--- src/rtl/tgd_pkg.sv ---
// tgd_pkg: shared types and constants for the tga uncompressed decoder
// no dependencies; used by every module in rtl

package tgd_pkg;

  localparam int HDR_SIZE_W  = 16;
  localparam int INDEX_W     = 24;
  localparam int OUT_SIZE_W  = 13;
  localparam int HDR_LEN     = 18;
  localparam int QUEUE_DEPTH = 4;
  localparam int QUEUE_AW    = 2;

  localparam logic [4:0] POS_TYPE     = 5'd2;
  localparam logic [4:0] POS_WIDTH_LO = 5'd12;
  localparam logic [4:0] POS_WIDTH_HI = 5'd13;
  localparam logic [4:0] POS_HEIGHT_LO = 5'd14;
  localparam logic [4:0] POS_HEIGHT_HI = 5'd15;
  localparam logic [4:0] POS_DEPTH    = 5'd16;
  localparam logic [4:0] POS_LAST     = 5'd17;

  localparam logic [7:0] TYPE_TRUECOLOR = 8'd2;
  localparam logic [7:0] TYPE_GREY      = 8'd3;
  localparam logic [2:0] BPP_RGB        = 3'd3;
  localparam logic [2:0] BPP_RGBA       = 3'd4;
  localparam logic [7:0] ALPHA_OPAQUE   = 8'd255;

  typedef enum logic [2:0] {
    KIND_HEADER    = 3'd0,
    KIND_PIXEL     = 3'd1,
    KIND_BAD_TYPE  = 3'd2,
    KIND_BAD_DEPTH = 3'd3,
    KIND_BAD_SIZE  = 3'd4
  } kind_t;

  typedef enum logic [1:0] {
    PH_HEADER = 2'd0,
    PH_PIXELS = 2'd1,
    PH_DONE   = 2'd2
  } phase_t;

  typedef struct packed {
    logic [7:0] byte_value;
    logic       start_of_file;
  } tgd_in_t;

  typedef struct packed {
    logic [2:0]            kind;
    logic [INDEX_W-1:0]    pixel_index;
    logic [7:0]            red;
    logic [7:0]            green;
    logic [7:0]            blue;
    logic [7:0]            alpha;
    logic [OUT_SIZE_W-1:0] image_width;
    logic [OUT_SIZE_W-1:0] image_height;
    logic                  last_item;
  } tgd_out_t;

  typedef struct packed {
    kind_t                 kind;
    logic [7:0]            red;
    logic [7:0]            green;
    logic [7:0]            blue;
    logic [7:0]            alpha;
    logic [HDR_SIZE_W-1:0] width;
    logic [HDR_SIZE_W-1:0] height;
    logic                  last;
    logic                  end_of_row;
  } tgd_cmd_t;

  typedef struct packed {
    logic full;
    logic empty;
  } tgd_qstat_t;

endpackage

--- src/rtl/tgd_front.sv ---
// tgd_front: byte parser; header fields, checks, pixel assembly, row/column tracking
// depends on tgd_pkg; pushes one command per result into the queue

module tgd_front #(
  parameter int MAX_SIDE = 4096,
  parameter int SIDE_W   = 13
) (
  input  logic             clk,
  input  logic             rst,
  input  logic             byte_valid,
  output logic             byte_stall,
  input  tgd_pkg::tgd_in_t byte_data,
  input  tgd_pkg::tgd_qstat_t qstat,
  output logic             push,
  output tgd_pkg::tgd_cmd_t cmd
);

  tgd_pkg::phase_t phase, phase_next;
  logic [4:0]  hdr_pos, hdr_pos_next;
  logic [15:0] width_reg, width_reg_next;
  logic [15:0] height_reg, height_reg_next;
  logic [7:0]  depth_byte, depth_byte_next;
  logic [2:0]  bpp, bpp_next;
  logic [SIDE_W-1:0] col, col_next;
  logic [SIDE_W-1:0] row, row_next;
  logic [1:0]  byte_in_pixel, byte_in_pixel_next;
  logic [23:0] held, held_next;

  tgd_pkg::phase_t cur_phase;
  logic [4:0]  cur_pos;
  logic [15:0] cur_width;
  logic [15:0] cur_height;
  logic [7:0]  b;
  logic [4:0]  depth_div;
  logic        accept;
  logic        produce;
  logic        size_bad;
  logic [SIDE_W:0] col_inc;
  logic [SIDE_W:0] row_inc;

  assign accept     = byte_valid && !qstat.full;
  assign byte_stall = qstat.full;
  assign push       = accept && produce;
  assign b          = byte_data.byte_value;
  assign depth_div  = depth_byte[7:3];
  assign col_inc    = {1'b0, col} + {{SIDE_W{1'b0}}, 1'b1};
  assign row_inc    = {1'b0, row} + {{SIDE_W{1'b0}}, 1'b1};

  always_comb begin
    cur_phase  = byte_data.start_of_file ? tgd_pkg::PH_HEADER : phase;
    cur_pos    = byte_data.start_of_file ? 5'd0 : hdr_pos;
    cur_width  = byte_data.start_of_file ? 16'd0 : width_reg;
    cur_height = byte_data.start_of_file ? 16'd0 : height_reg;
    size_bad   = cur_width[15] || cur_height[15] ||
                 (cur_width > 16'(MAX_SIDE)) || (cur_height > 16'(MAX_SIDE));

    phase_next         = cur_phase;
    hdr_pos_next       = cur_pos;
    width_reg_next     = cur_width;
    height_reg_next    = cur_height;
    depth_byte_next    = byte_data.start_of_file ? 8'd0 : depth_byte;
    bpp_next           = byte_data.start_of_file ? 3'd0 : bpp;
    col_next           = byte_data.start_of_file ? '0 : col;
    row_next           = byte_data.start_of_file ? '0 : row;
    byte_in_pixel_next = byte_data.start_of_file ? 2'd0 : byte_in_pixel;
    held_next          = byte_data.start_of_file ? 24'd0 : held;

    produce        = 1'b0;
    cmd            = '0;
    cmd.kind       = tgd_pkg::KIND_HEADER;

    case (cur_phase)
      tgd_pkg::PH_HEADER: begin
        hdr_pos_next = cur_pos + 5'd1;
        case (cur_pos)
          tgd_pkg::POS_TYPE: begin
            if (b != tgd_pkg::TYPE_TRUECOLOR && b != tgd_pkg::TYPE_GREY) begin
              produce    = 1'b1;
              cmd.kind   = tgd_pkg::KIND_BAD_TYPE;
              cmd.last   = 1'b1;
              phase_next = tgd_pkg::PH_DONE;
            end
          end
          tgd_pkg::POS_WIDTH_LO:  width_reg_next  = {cur_width[15:8], b};
          tgd_pkg::POS_WIDTH_HI:  width_reg_next  = {b, cur_width[7:0]};
          tgd_pkg::POS_HEIGHT_LO: height_reg_next = {cur_height[15:8], b};
          tgd_pkg::POS_HEIGHT_HI: height_reg_next = {b, cur_height[7:0]};
          tgd_pkg::POS_DEPTH:     depth_byte_next = b;
          tgd_pkg::POS_LAST: begin
            produce  = 1'b1;
            cmd.last = 1'b1;
            if (depth_div != 5'(tgd_pkg::BPP_RGB) && depth_div != 5'(tgd_pkg::BPP_RGBA)) begin
              cmd.kind   = tgd_pkg::KIND_BAD_DEPTH;
              phase_next = tgd_pkg::PH_DONE;
            end else if (size_bad) begin
              cmd.kind   = tgd_pkg::KIND_BAD_SIZE;
              phase_next = tgd_pkg::PH_DONE;
            end else begin
              bpp_next           = depth_div[2:0];
              col_next           = '0;
              row_next           = '0;
              byte_in_pixel_next = 2'd0;
              held_next          = 24'd0;
              cmd.kind           = tgd_pkg::KIND_HEADER;
              cmd.width          = cur_width;
              cmd.height         = cur_height;
              if (cur_width == 16'd0 || cur_height == 16'd0) begin
                phase_next = tgd_pkg::PH_DONE;
              end else begin
                cmd.last   = 1'b0;
                phase_next = tgd_pkg::PH_PIXELS;
              end
            end
          end
          default: ;
        endcase
      end
      tgd_pkg::PH_PIXELS: begin
        if ({1'b0, byte_in_pixel} + 3'd1 < bpp) begin
          case (byte_in_pixel)
            2'd0:    held_next[7:0]   = b;
            2'd1:    held_next[15:8]  = b;
            default: held_next[23:16] = b;
          endcase
          byte_in_pixel_next = byte_in_pixel + 2'd1;
        end else begin
          produce   = 1'b1;
          cmd.kind  = tgd_pkg::KIND_PIXEL;
          cmd.blue  = held[7:0];
          cmd.green = held[15:8];
          if (bpp == tgd_pkg::BPP_RGBA) begin
            cmd.red   = held[23:16];
            cmd.alpha = b;
          end else begin
            cmd.red   = b;
            cmd.alpha = tgd_pkg::ALPHA_OPAQUE;
          end
          byte_in_pixel_next = 2'd0;
          held_next          = 24'd0;
          if (col_inc >= {1'b0, width_reg[SIDE_W-1:0]}) begin
            col_next       = '0;
            cmd.end_of_row = 1'b1;
            if (row_inc >= {1'b0, height_reg[SIDE_W-1:0]}) begin
              cmd.last   = 1'b1;
              phase_next = tgd_pkg::PH_DONE;
            end else begin
              row_next = row_inc[SIDE_W-1:0];
            end
          end else begin
            col_next = col_inc[SIDE_W-1:0];
          end
        end
      end
      default: ;
    endcase
  end

  always_ff @(posedge clk) begin
    if (rst) begin
      phase         <= tgd_pkg::PH_HEADER;
      hdr_pos       <= 5'd0;
      width_reg     <= 16'd0;
      height_reg    <= 16'd0;
      depth_byte    <= 8'd0;
      bpp           <= 3'd0;
      col           <= '0;
      row           <= '0;
      byte_in_pixel <= 2'd0;
      held          <= 24'd0;
    end else if (accept) begin
      phase         <= phase_next;
      hdr_pos       <= hdr_pos_next;
      width_reg     <= width_reg_next;
      height_reg    <= height_reg_next;
      depth_byte    <= depth_byte_next;
      bpp           <= bpp_next;
      col           <= col_next;
      row           <= row_next;
      byte_in_pixel <= byte_in_pixel_next;
      held          <= held_next;
    end
  end

endmodule

--- src/rtl/tgd_queue.sv ---
// tgd_queue: short command queue between the parser and the output stage
// depends on tgd_pkg for the command type and depth constants

module tgd_queue (
  input  logic                clk,
  input  logic                rst,
  input  logic                push,
  input  tgd_pkg::tgd_cmd_t   push_cmd,
  input  logic                pop,
  output tgd_pkg::tgd_cmd_t   head,
  output tgd_pkg::tgd_qstat_t qstat
);

  tgd_pkg::tgd_cmd_t entries [tgd_pkg::QUEUE_DEPTH];
  logic [tgd_pkg::QUEUE_AW-1:0] wr_ptr;
  logic [tgd_pkg::QUEUE_AW-1:0] rd_ptr;
  logic [tgd_pkg::QUEUE_AW:0]   count;

  assign head        = entries[rd_ptr];
  assign qstat.full  = (count == (tgd_pkg::QUEUE_AW+1)'(tgd_pkg::QUEUE_DEPTH));
  assign qstat.empty = (count == '0);

  always_ff @(posedge clk) begin
    if (push) begin
      entries[wr_ptr] <= push_cmd;
    end
  end

  always_ff @(posedge clk) begin
    if (rst) begin
      wr_ptr <= '0;
      rd_ptr <= '0;
      count  <= '0;
    end else begin
      if (push) begin
        wr_ptr <= wr_ptr + (tgd_pkg::QUEUE_AW)'(1);
      end
      if (pop) begin
        rd_ptr <= rd_ptr + (tgd_pkg::QUEUE_AW)'(1);
      end
      case ({push, pop})
        2'b10:   count <= count + (tgd_pkg::QUEUE_AW+1)'(1);
        2'b01:   count <= count - (tgd_pkg::QUEUE_AW+1)'(1);
        default: count <= count;
      endcase
    end
  end

endmodule

--- src/rtl/tgd_back.sv ---
// tgd_back: output stage; destination index from row base and column, result register
// depends on tgd_pkg; pops commands from tgd_queue

module tgd_back #(
  parameter int SIDE_W = 13
) (
  input  logic                clk,
  input  logic                rst,
  input  tgd_pkg::tgd_cmd_t   head,
  input  tgd_pkg::tgd_qstat_t qstat,
  output logic                pop,
  output logic                result_valid,
  input  logic                result_stall,
  output tgd_pkg::tgd_out_t   result_data
);

  localparam int PROD_W = (2 * SIDE_W > tgd_pkg::INDEX_W) ? 2 * SIDE_W : tgd_pkg::INDEX_W;

  logic [tgd_pkg::INDEX_W-1:0] row_base;
  logic [SIDE_W-1:0]           col;
  logic [SIDE_W-1:0]           width_s;
  logic [SIDE_W-1:0]           h_s;
  logic [SIDE_W-1:0]           w_s;
  logic [PROD_W-1:0]           prod;

  assign pop  = !qstat.empty && (!result_valid || !result_stall);
  assign h_s  = head.height[SIDE_W-1:0];
  assign w_s  = head.width[SIDE_W-1:0];
  assign prod = PROD_W'(h_s - {{(SIDE_W-1){1'b0}}, 1'b1}) * PROD_W'(w_s);

  always_ff @(posedge clk) begin
    if (rst) begin
      result_valid <= 1'b0;
    end else if (pop) begin
      result_valid <= 1'b1;
    end else if (!result_stall) begin
      result_valid <= 1'b0;
    end
  end

  always_ff @(posedge clk) begin
    if (pop) begin
      result_data.kind         <= head.kind;
      result_data.red          <= head.red;
      result_data.green        <= head.green;
      result_data.blue         <= head.blue;
      result_data.alpha        <= head.alpha;
      result_data.image_width  <= head.width[tgd_pkg::OUT_SIZE_W-1:0];
      result_data.image_height <= head.height[tgd_pkg::OUT_SIZE_W-1:0];
      result_data.last_item    <= head.last;
      result_data.pixel_index  <= (head.kind == tgd_pkg::KIND_PIXEL) ?
                                  row_base + tgd_pkg::INDEX_W'(col) : '0;
      if (head.kind == tgd_pkg::KIND_HEADER) begin
        row_base <= prod[tgd_pkg::INDEX_W-1:0];
        col      <= '0;
        width_s  <= w_s;
      end else if (head.kind == tgd_pkg::KIND_PIXEL) begin
        if (head.end_of_row) begin
          col      <= '0;
          row_base <= row_base - tgd_pkg::INDEX_W'(width_s);
        end else begin
          col <= col + SIDE_W'(1);
        end
      end
    end
  end

endmodule

--- src/rtl/tga_uncompressed_decoder.sv ---
// tga_uncompressed_decoder: top level; uncompressed 24/32-bit tga byte stream to rgba pixels
// a byte's command is queued on acceptance, then registered as a result when not stalled
// throughput: one byte per cycle while the queue is not full (single-byte parser update)
// a four-entry command queue lets parser and output stage stall independently
// reset: synchronous, clears parser state, queue pointers and result valid; no clearing pass
// depends on tgd_pkg, tgd_front, tgd_queue, tgd_back

module tga_uncompressed_decoder #(
  parameter int MAX_SIDE = 4096
) (
  input  logic              clk,
  input  logic              rst,
  input  logic              byte_valid,
  output logic              byte_stall,
  input  tgd_pkg::tgd_in_t  byte_data,
  output logic              result_valid,
  input  logic              result_stall,
  output tgd_pkg::tgd_out_t result_data
);

  localparam int SIDE_W = $clog2(MAX_SIDE + 1);

  logic                push;
  logic                pop;
  tgd_pkg::tgd_cmd_t   push_cmd;
  tgd_pkg::tgd_cmd_t   head;
  tgd_pkg::tgd_qstat_t qstat;

  tgd_front #(
    .MAX_SIDE (MAX_SIDE),
    .SIDE_W   (SIDE_W)
  ) u_front (
    .clk        (clk),
    .rst        (rst),
    .byte_valid (byte_valid),
    .byte_stall (byte_stall),
    .byte_data  (byte_data),
    .qstat      (qstat),
    .push       (push),
    .cmd        (push_cmd)
  );

  tgd_queue u_queue (
    .clk      (clk),
    .rst      (rst),
    .push     (push),
    .push_cmd (push_cmd),
    .pop      (pop),
    .head     (head),
    .qstat    (qstat)
  );

  tgd_back #(
    .SIDE_W (SIDE_W)
  ) u_back (
    .clk          (clk),
    .rst          (rst),
    .head         (head),
    .qstat        (qstat),
    .pop          (pop),
    .result_valid (result_valid),
    .result_stall (result_stall),
    .result_data  (result_data)
  );

endmodule

--- config.mk ---
export PLATFORM = sky130hd
export DESIGN_NAME = tga_uncompressed_decoder
export DESIGN_NICKNAME = d
export VERILOG_FILES = /design/src/rtl/tgd_pkg.sv /design/src/rtl/tgd_front.sv /design/src/rtl/tgd_queue.sv /design/src/rtl/tgd_back.sv /design/src/rtl/tga_uncompressed_decoder.sv
export SDC_FILE = /design/constraint.sdc
export NUM_CORES = 1
export LEC_CHECK = 0
export ABC_AREA = 1
export BUFFER_PORTS_ARGS = -buffer_cell sky130_fd_sc_hd__buf_4
export CORE_MARGIN = 10
export CORE_UTILIZATION = 45
export CTS_BUF_LIST = sky130_fd_sc_hd__clkbuf_16
export CTS_CLUSTER_SIZE = 30
export DETAILED_ROUTE_END_ITERATION = 10
export MAX_ROUTING_LAYER = met4
export SYNTH_ARGS = -nofsm -noshare
export SYNTH_HDL_FRONTEND = slang
export SYNTH_SLANG_ARGS = --single-unit
--- constraint.sdc ---
create_clock -name clk -period 10.5 [get_ports clk]
set_input_delay 1.575 -clock clk [delete_from_list [all_inputs] [get_ports clk]]
set_output_delay 1.575 -clock clk [all_outputs]
set_load 0.1 [all_outputs]
==> results.cfg <==
[die]
die_x_um = 277.9
core_area_um2 = 65860
initial_utilization_pct = 45.46
std_cell_rows = 94
area_of_the_die_um2 = 77250
i_o_pin_cnt = 101
die_height_um = 277.9

[final_layout]
sequential_cell_area_um2 = 13840
reg.largest.list = u_queue.entries x252, u_back.result_data x86
flow.area_growth_from_synthesis_pct = 11.56
n_antenna_cell = 0
final.fill_count = 6154
share_of_final_layout_standard_cells_stronger_than_drive_strength_1_pct = 8.000
design.final.nets = 3639
registers.top_by_ff_count = u_queue.entries
largest_register_ff_count = 252
area_of_the_multi_input_gates_um2 = 13540

[critical_path]
criticalPathCategory = flip-flop to flip-flop
worst_r2r_endpoint = u_back.row_base[21]
crit_path_max_fanout = 62
reg2reg_setup_slack_ns = 2.60
cp_data_arrival_time_ns = 8.26
kind_of_start_point_of_the_critical_path = flip-flop
critPathBufInv = 7
critPathSlowestCell = sky130_fd_sc_hd__dfxtp_4
critical_path.max_stage_delay_ns = 0.77
critical_path.endpoint_type = flip-flop
worst-r2r-cell-count = 37
crit_path_end = u_back.row_base[21]
critical_path.top_delay_family = adder cells
worstSetupPathDepth = 37
critPathRequiredTime_ns = 10.86
cpMostUsedCell = sky130_fd_sc_hd__nand2_1

[drt]
wl_mm = 78.40
detail_route.first_pass.iterations = 6
via_count = 22914
drt_iter0_drc = 1765
drc_markers = 0
antenna_left = 0
route.detailed.vias_per_inst = 5.374
drt-wirelength-per-cell_um = 18.39

[synth]
synth-edff-count = 388
syn-num-nets = 3585
number_of_storage_elements_in_the_synthesis_netlist = 497
netlist_top_cells_area = sky130_fd_sc_hd__edfxtp_1 39%, sky130_fd_sc_hd__fa_1 11%, sky130_fd_sc_hd__dfxtp_1 7.3%
synth_area_leader_cell = sky130_fd_sc_hd__edfxtp_1
synthFlopType = sky130_fd_sc_hd__edfxtp_1
synth_sequential_area_ratio_pct = 46.20
synth-warning-count = 0
async_reset_ff_share_pct = 0
yosys.area.top_type_share_pct = 38.91
synth.cell_area_um2 = 29940
synthDistinctLibCells = 57
synthCells = 3298
synth_area_per_cell_um2 = 9.079

[timing]
fin_setup_tns_ns = 0
rsz0062_at_grt = false
post-route-period-util_pct = 75.20
timing_hold_violations_final = 0
period_needed_ns = 7.896
setup_violations = 0
finalClockSkew_ns = 0.04608
maxSlewViolCount = 0
tightestPinTransition_ns = 1.140
fin_hold_ws_ns = 0.4710
max_clock_freq_mhz = 126.6
timing.max_slew.rel_slack_pct = 23.72

[clocking]
hold_buffers = 0
clk_latency_ns = 0.64
clkTransAtPathRegs_ns = 0.07
clkSinkCount = 497
cts_post_setup_buffers_inserted = 0
number_of_buffers_between_clock_root_and_the_deepest_sink = 3
cts_tree = built
num_cts_buffers = 56
deepest_level_of_the_cts_h_tree = 2
ctsResizeCount = 0
clockRootBuffer = sky130_fd_sc_hd__clkbuf_16

[placed_design]
number_of_buffers_added_on_ports = 100
detailedPlacementHpwl_mm = 55.25
gp_congestion = 0.9109

[global_route]
grt_max_degree = 86
grt_use_total_pct = 20.34
first_global_vias = 22465
grt_pass1_wl_mm = 123.7
number_of_antenna_violations_at_the_first_check_in_global_routing = 0
grt_remaining_overflow = 0

[run]
drv_cap = 0

[hold_path]
hold_path.startpoint = u_front.hdr_pos[0]
holdCritPathClass = flip-flop to flip-flop

[status]
run_status = complete, no violations
-- cell usage after synthesis, drive strengths merged, types with 2 or more instances --
master / n
o22ai: 58
a31oi: 31
a211oi: 4
fa: 158
clkinv: 3
o211ai: 18
o21bai: 6
inv: 531
a221oi: 25
buf: 47
o21a: 8
o221ai: 2
nor4: 10
nand3b: 5
clkbuf: 83
nand4: 28
edfxtp: 388
nand3: 115
nor3: 34
o21ai: 254
or2: 8
dfxtp: 109
nor2: 381
a32oi: 9
a21o: 5
xnor2: 15
nand2: 582
a21oi: 214
a32o: 2
ha: 116
xor2: 32
nor3b: 4
o31ai: 7
-- layout make-up --
class / instances / share of cell area, %
flip-flops and latches: 497 / 41.43
clock buffers: 56 / 4.195
clock inverters: 50 / 1.746
repair buffers: 126 / 2.832
well taps: 864 / 3.236
inverters: 534 / 6.016
multi-input cells: 2137 / 40.55
-- worst min-delay path by stage --
stage	endpoint	slack, ns	cells after the start
floorplan	flip-flop	0.44	2
global placement	flip-flop	0.45	1
detailed placement	u_front.hdr_pos[0]	0.46	2
CTS	u_front.hdr_pos[0]	0.47	2
global route	u_front.hdr_pos[0]	0.48	2
finish	u_front.hdr_pos[0]	0.47	2
-- layer usage --
layer | part of all wire (%) | GRT usage (%) | vias to the layer above
li1 | - | - | 11035
met1 | 43 | 25.68 | 11149
met2 | 50 | 34.43 | 611
met3 | 5.0 | 2.095 | 119
met4 | 2.3 | 5.600 | 0
met5 | 0 | - | -
-- tightest hold or removal path: stages, from the launching register on --
cell	delay [ns]
sky130_fd_sc_hd__dfxtp_1	0.31
sky130_fd_sc_hd__nand2_1	0.06
sky130_fd_sc_hd__a21oi_1	0.06
-- layout by cell type (no fill, tap or decap), types with 8 or more instances in the layout --
master | synthesis | final
sky130_fd_sc_hd__inv_2 | 8 | 8
sky130_fd_sc_hd__clkinv_2 | 0 | 15
sky130_fd_sc_hd__nand3_1 | 114 | 114
sky130_fd_sc_hd__nor4_1 | 10 | 10
sky130_fd_sc_hd__a31oi_1 | 31 | 30
sky130_fd_sc_hd__fa_1 | 158 | 158
sky130_fd_sc_hd__bufinv_16 | 0 | 10
sky130_fd_sc_hd__xor2_1 | 32 | 32
sky130_fd_sc_hd__inv_1 | 521 | 527
sky130_fd_sc_hd__edfxtp_1 | 388 | 388
sky130_fd_sc_hd__nor2_1 | 373 | 367
sky130_fd_sc_hd__nand2_1 | 576 | 576
sky130_fd_sc_hd__o21ai_0 | 248 | 248
sky130_fd_sc_hd__a32oi_1 | 8 | 8
sky130_fd_sc_hd__clkbuf_16 | 0 | 56
sky130_fd_sc_hd__a221oi_1 | 25 | 25
sky130_fd_sc_hd__o21a_1 | 8 | 8
sky130_fd_sc_hd__o211ai_1 | 18 | 18
sky130_fd_sc_hd__xnor2_1 | 15 | 15
sky130_fd_sc_hd__o22ai_1 | 58 | 57
sky130_fd_sc_hd__nand4_1 | 28 | 28
sky130_fd_sc_hd__buf_4 | 10 | 126
sky130_fd_sc_hd__dfxtp_1 | 109 | 107
sky130_fd_sc_hd__a21oi_1 | 213 | 213
sky130_fd_sc_hd__nor2_2 | 7 | 8
sky130_fd_sc_hd__ha_1 | 116 | 116
sky130_fd_sc_hd__nor3_1 | 31 | 30
sky130_fd_sc_hd__clkinv_1 | 3 | 9
-- through the flow --
step           std cells  util (%)  area [um^2]  worst slack (ns)
6_report            4264     50.72        33400             2.604
5_1_grt             4264     50.72        33400             2.081
4_1_cts             4264     50.72        33400             2.701
3_5_place_dp        4158     47.70        31420             2.720
3_3_place_gp        4158     47.70        31420             2.816
2_1_floorplan       3298         -        29940             2.120
-- logic make-up (layout without fill, tap and decap cells) --
group / after synthesis / in the layout / share of synthesized area [%]
XOR/XNOR: 47 / 47 / 1.375
AO/OA/AOI/OAI: 646 / 646 / 12.17
buffers and inverters: 664 / 766 / 8.784
flip-flops: 497 / 497 / 46.20
AND/OR/NAND/NOR: 1170 / 1170 / 16.06
adder cells (fa/ha/maj): 274 / 274 / 15.41
Power is left out: the tool's default activity adds up to more than one toggle a clock period on the data nets, which glitch-free logic cannot reach.
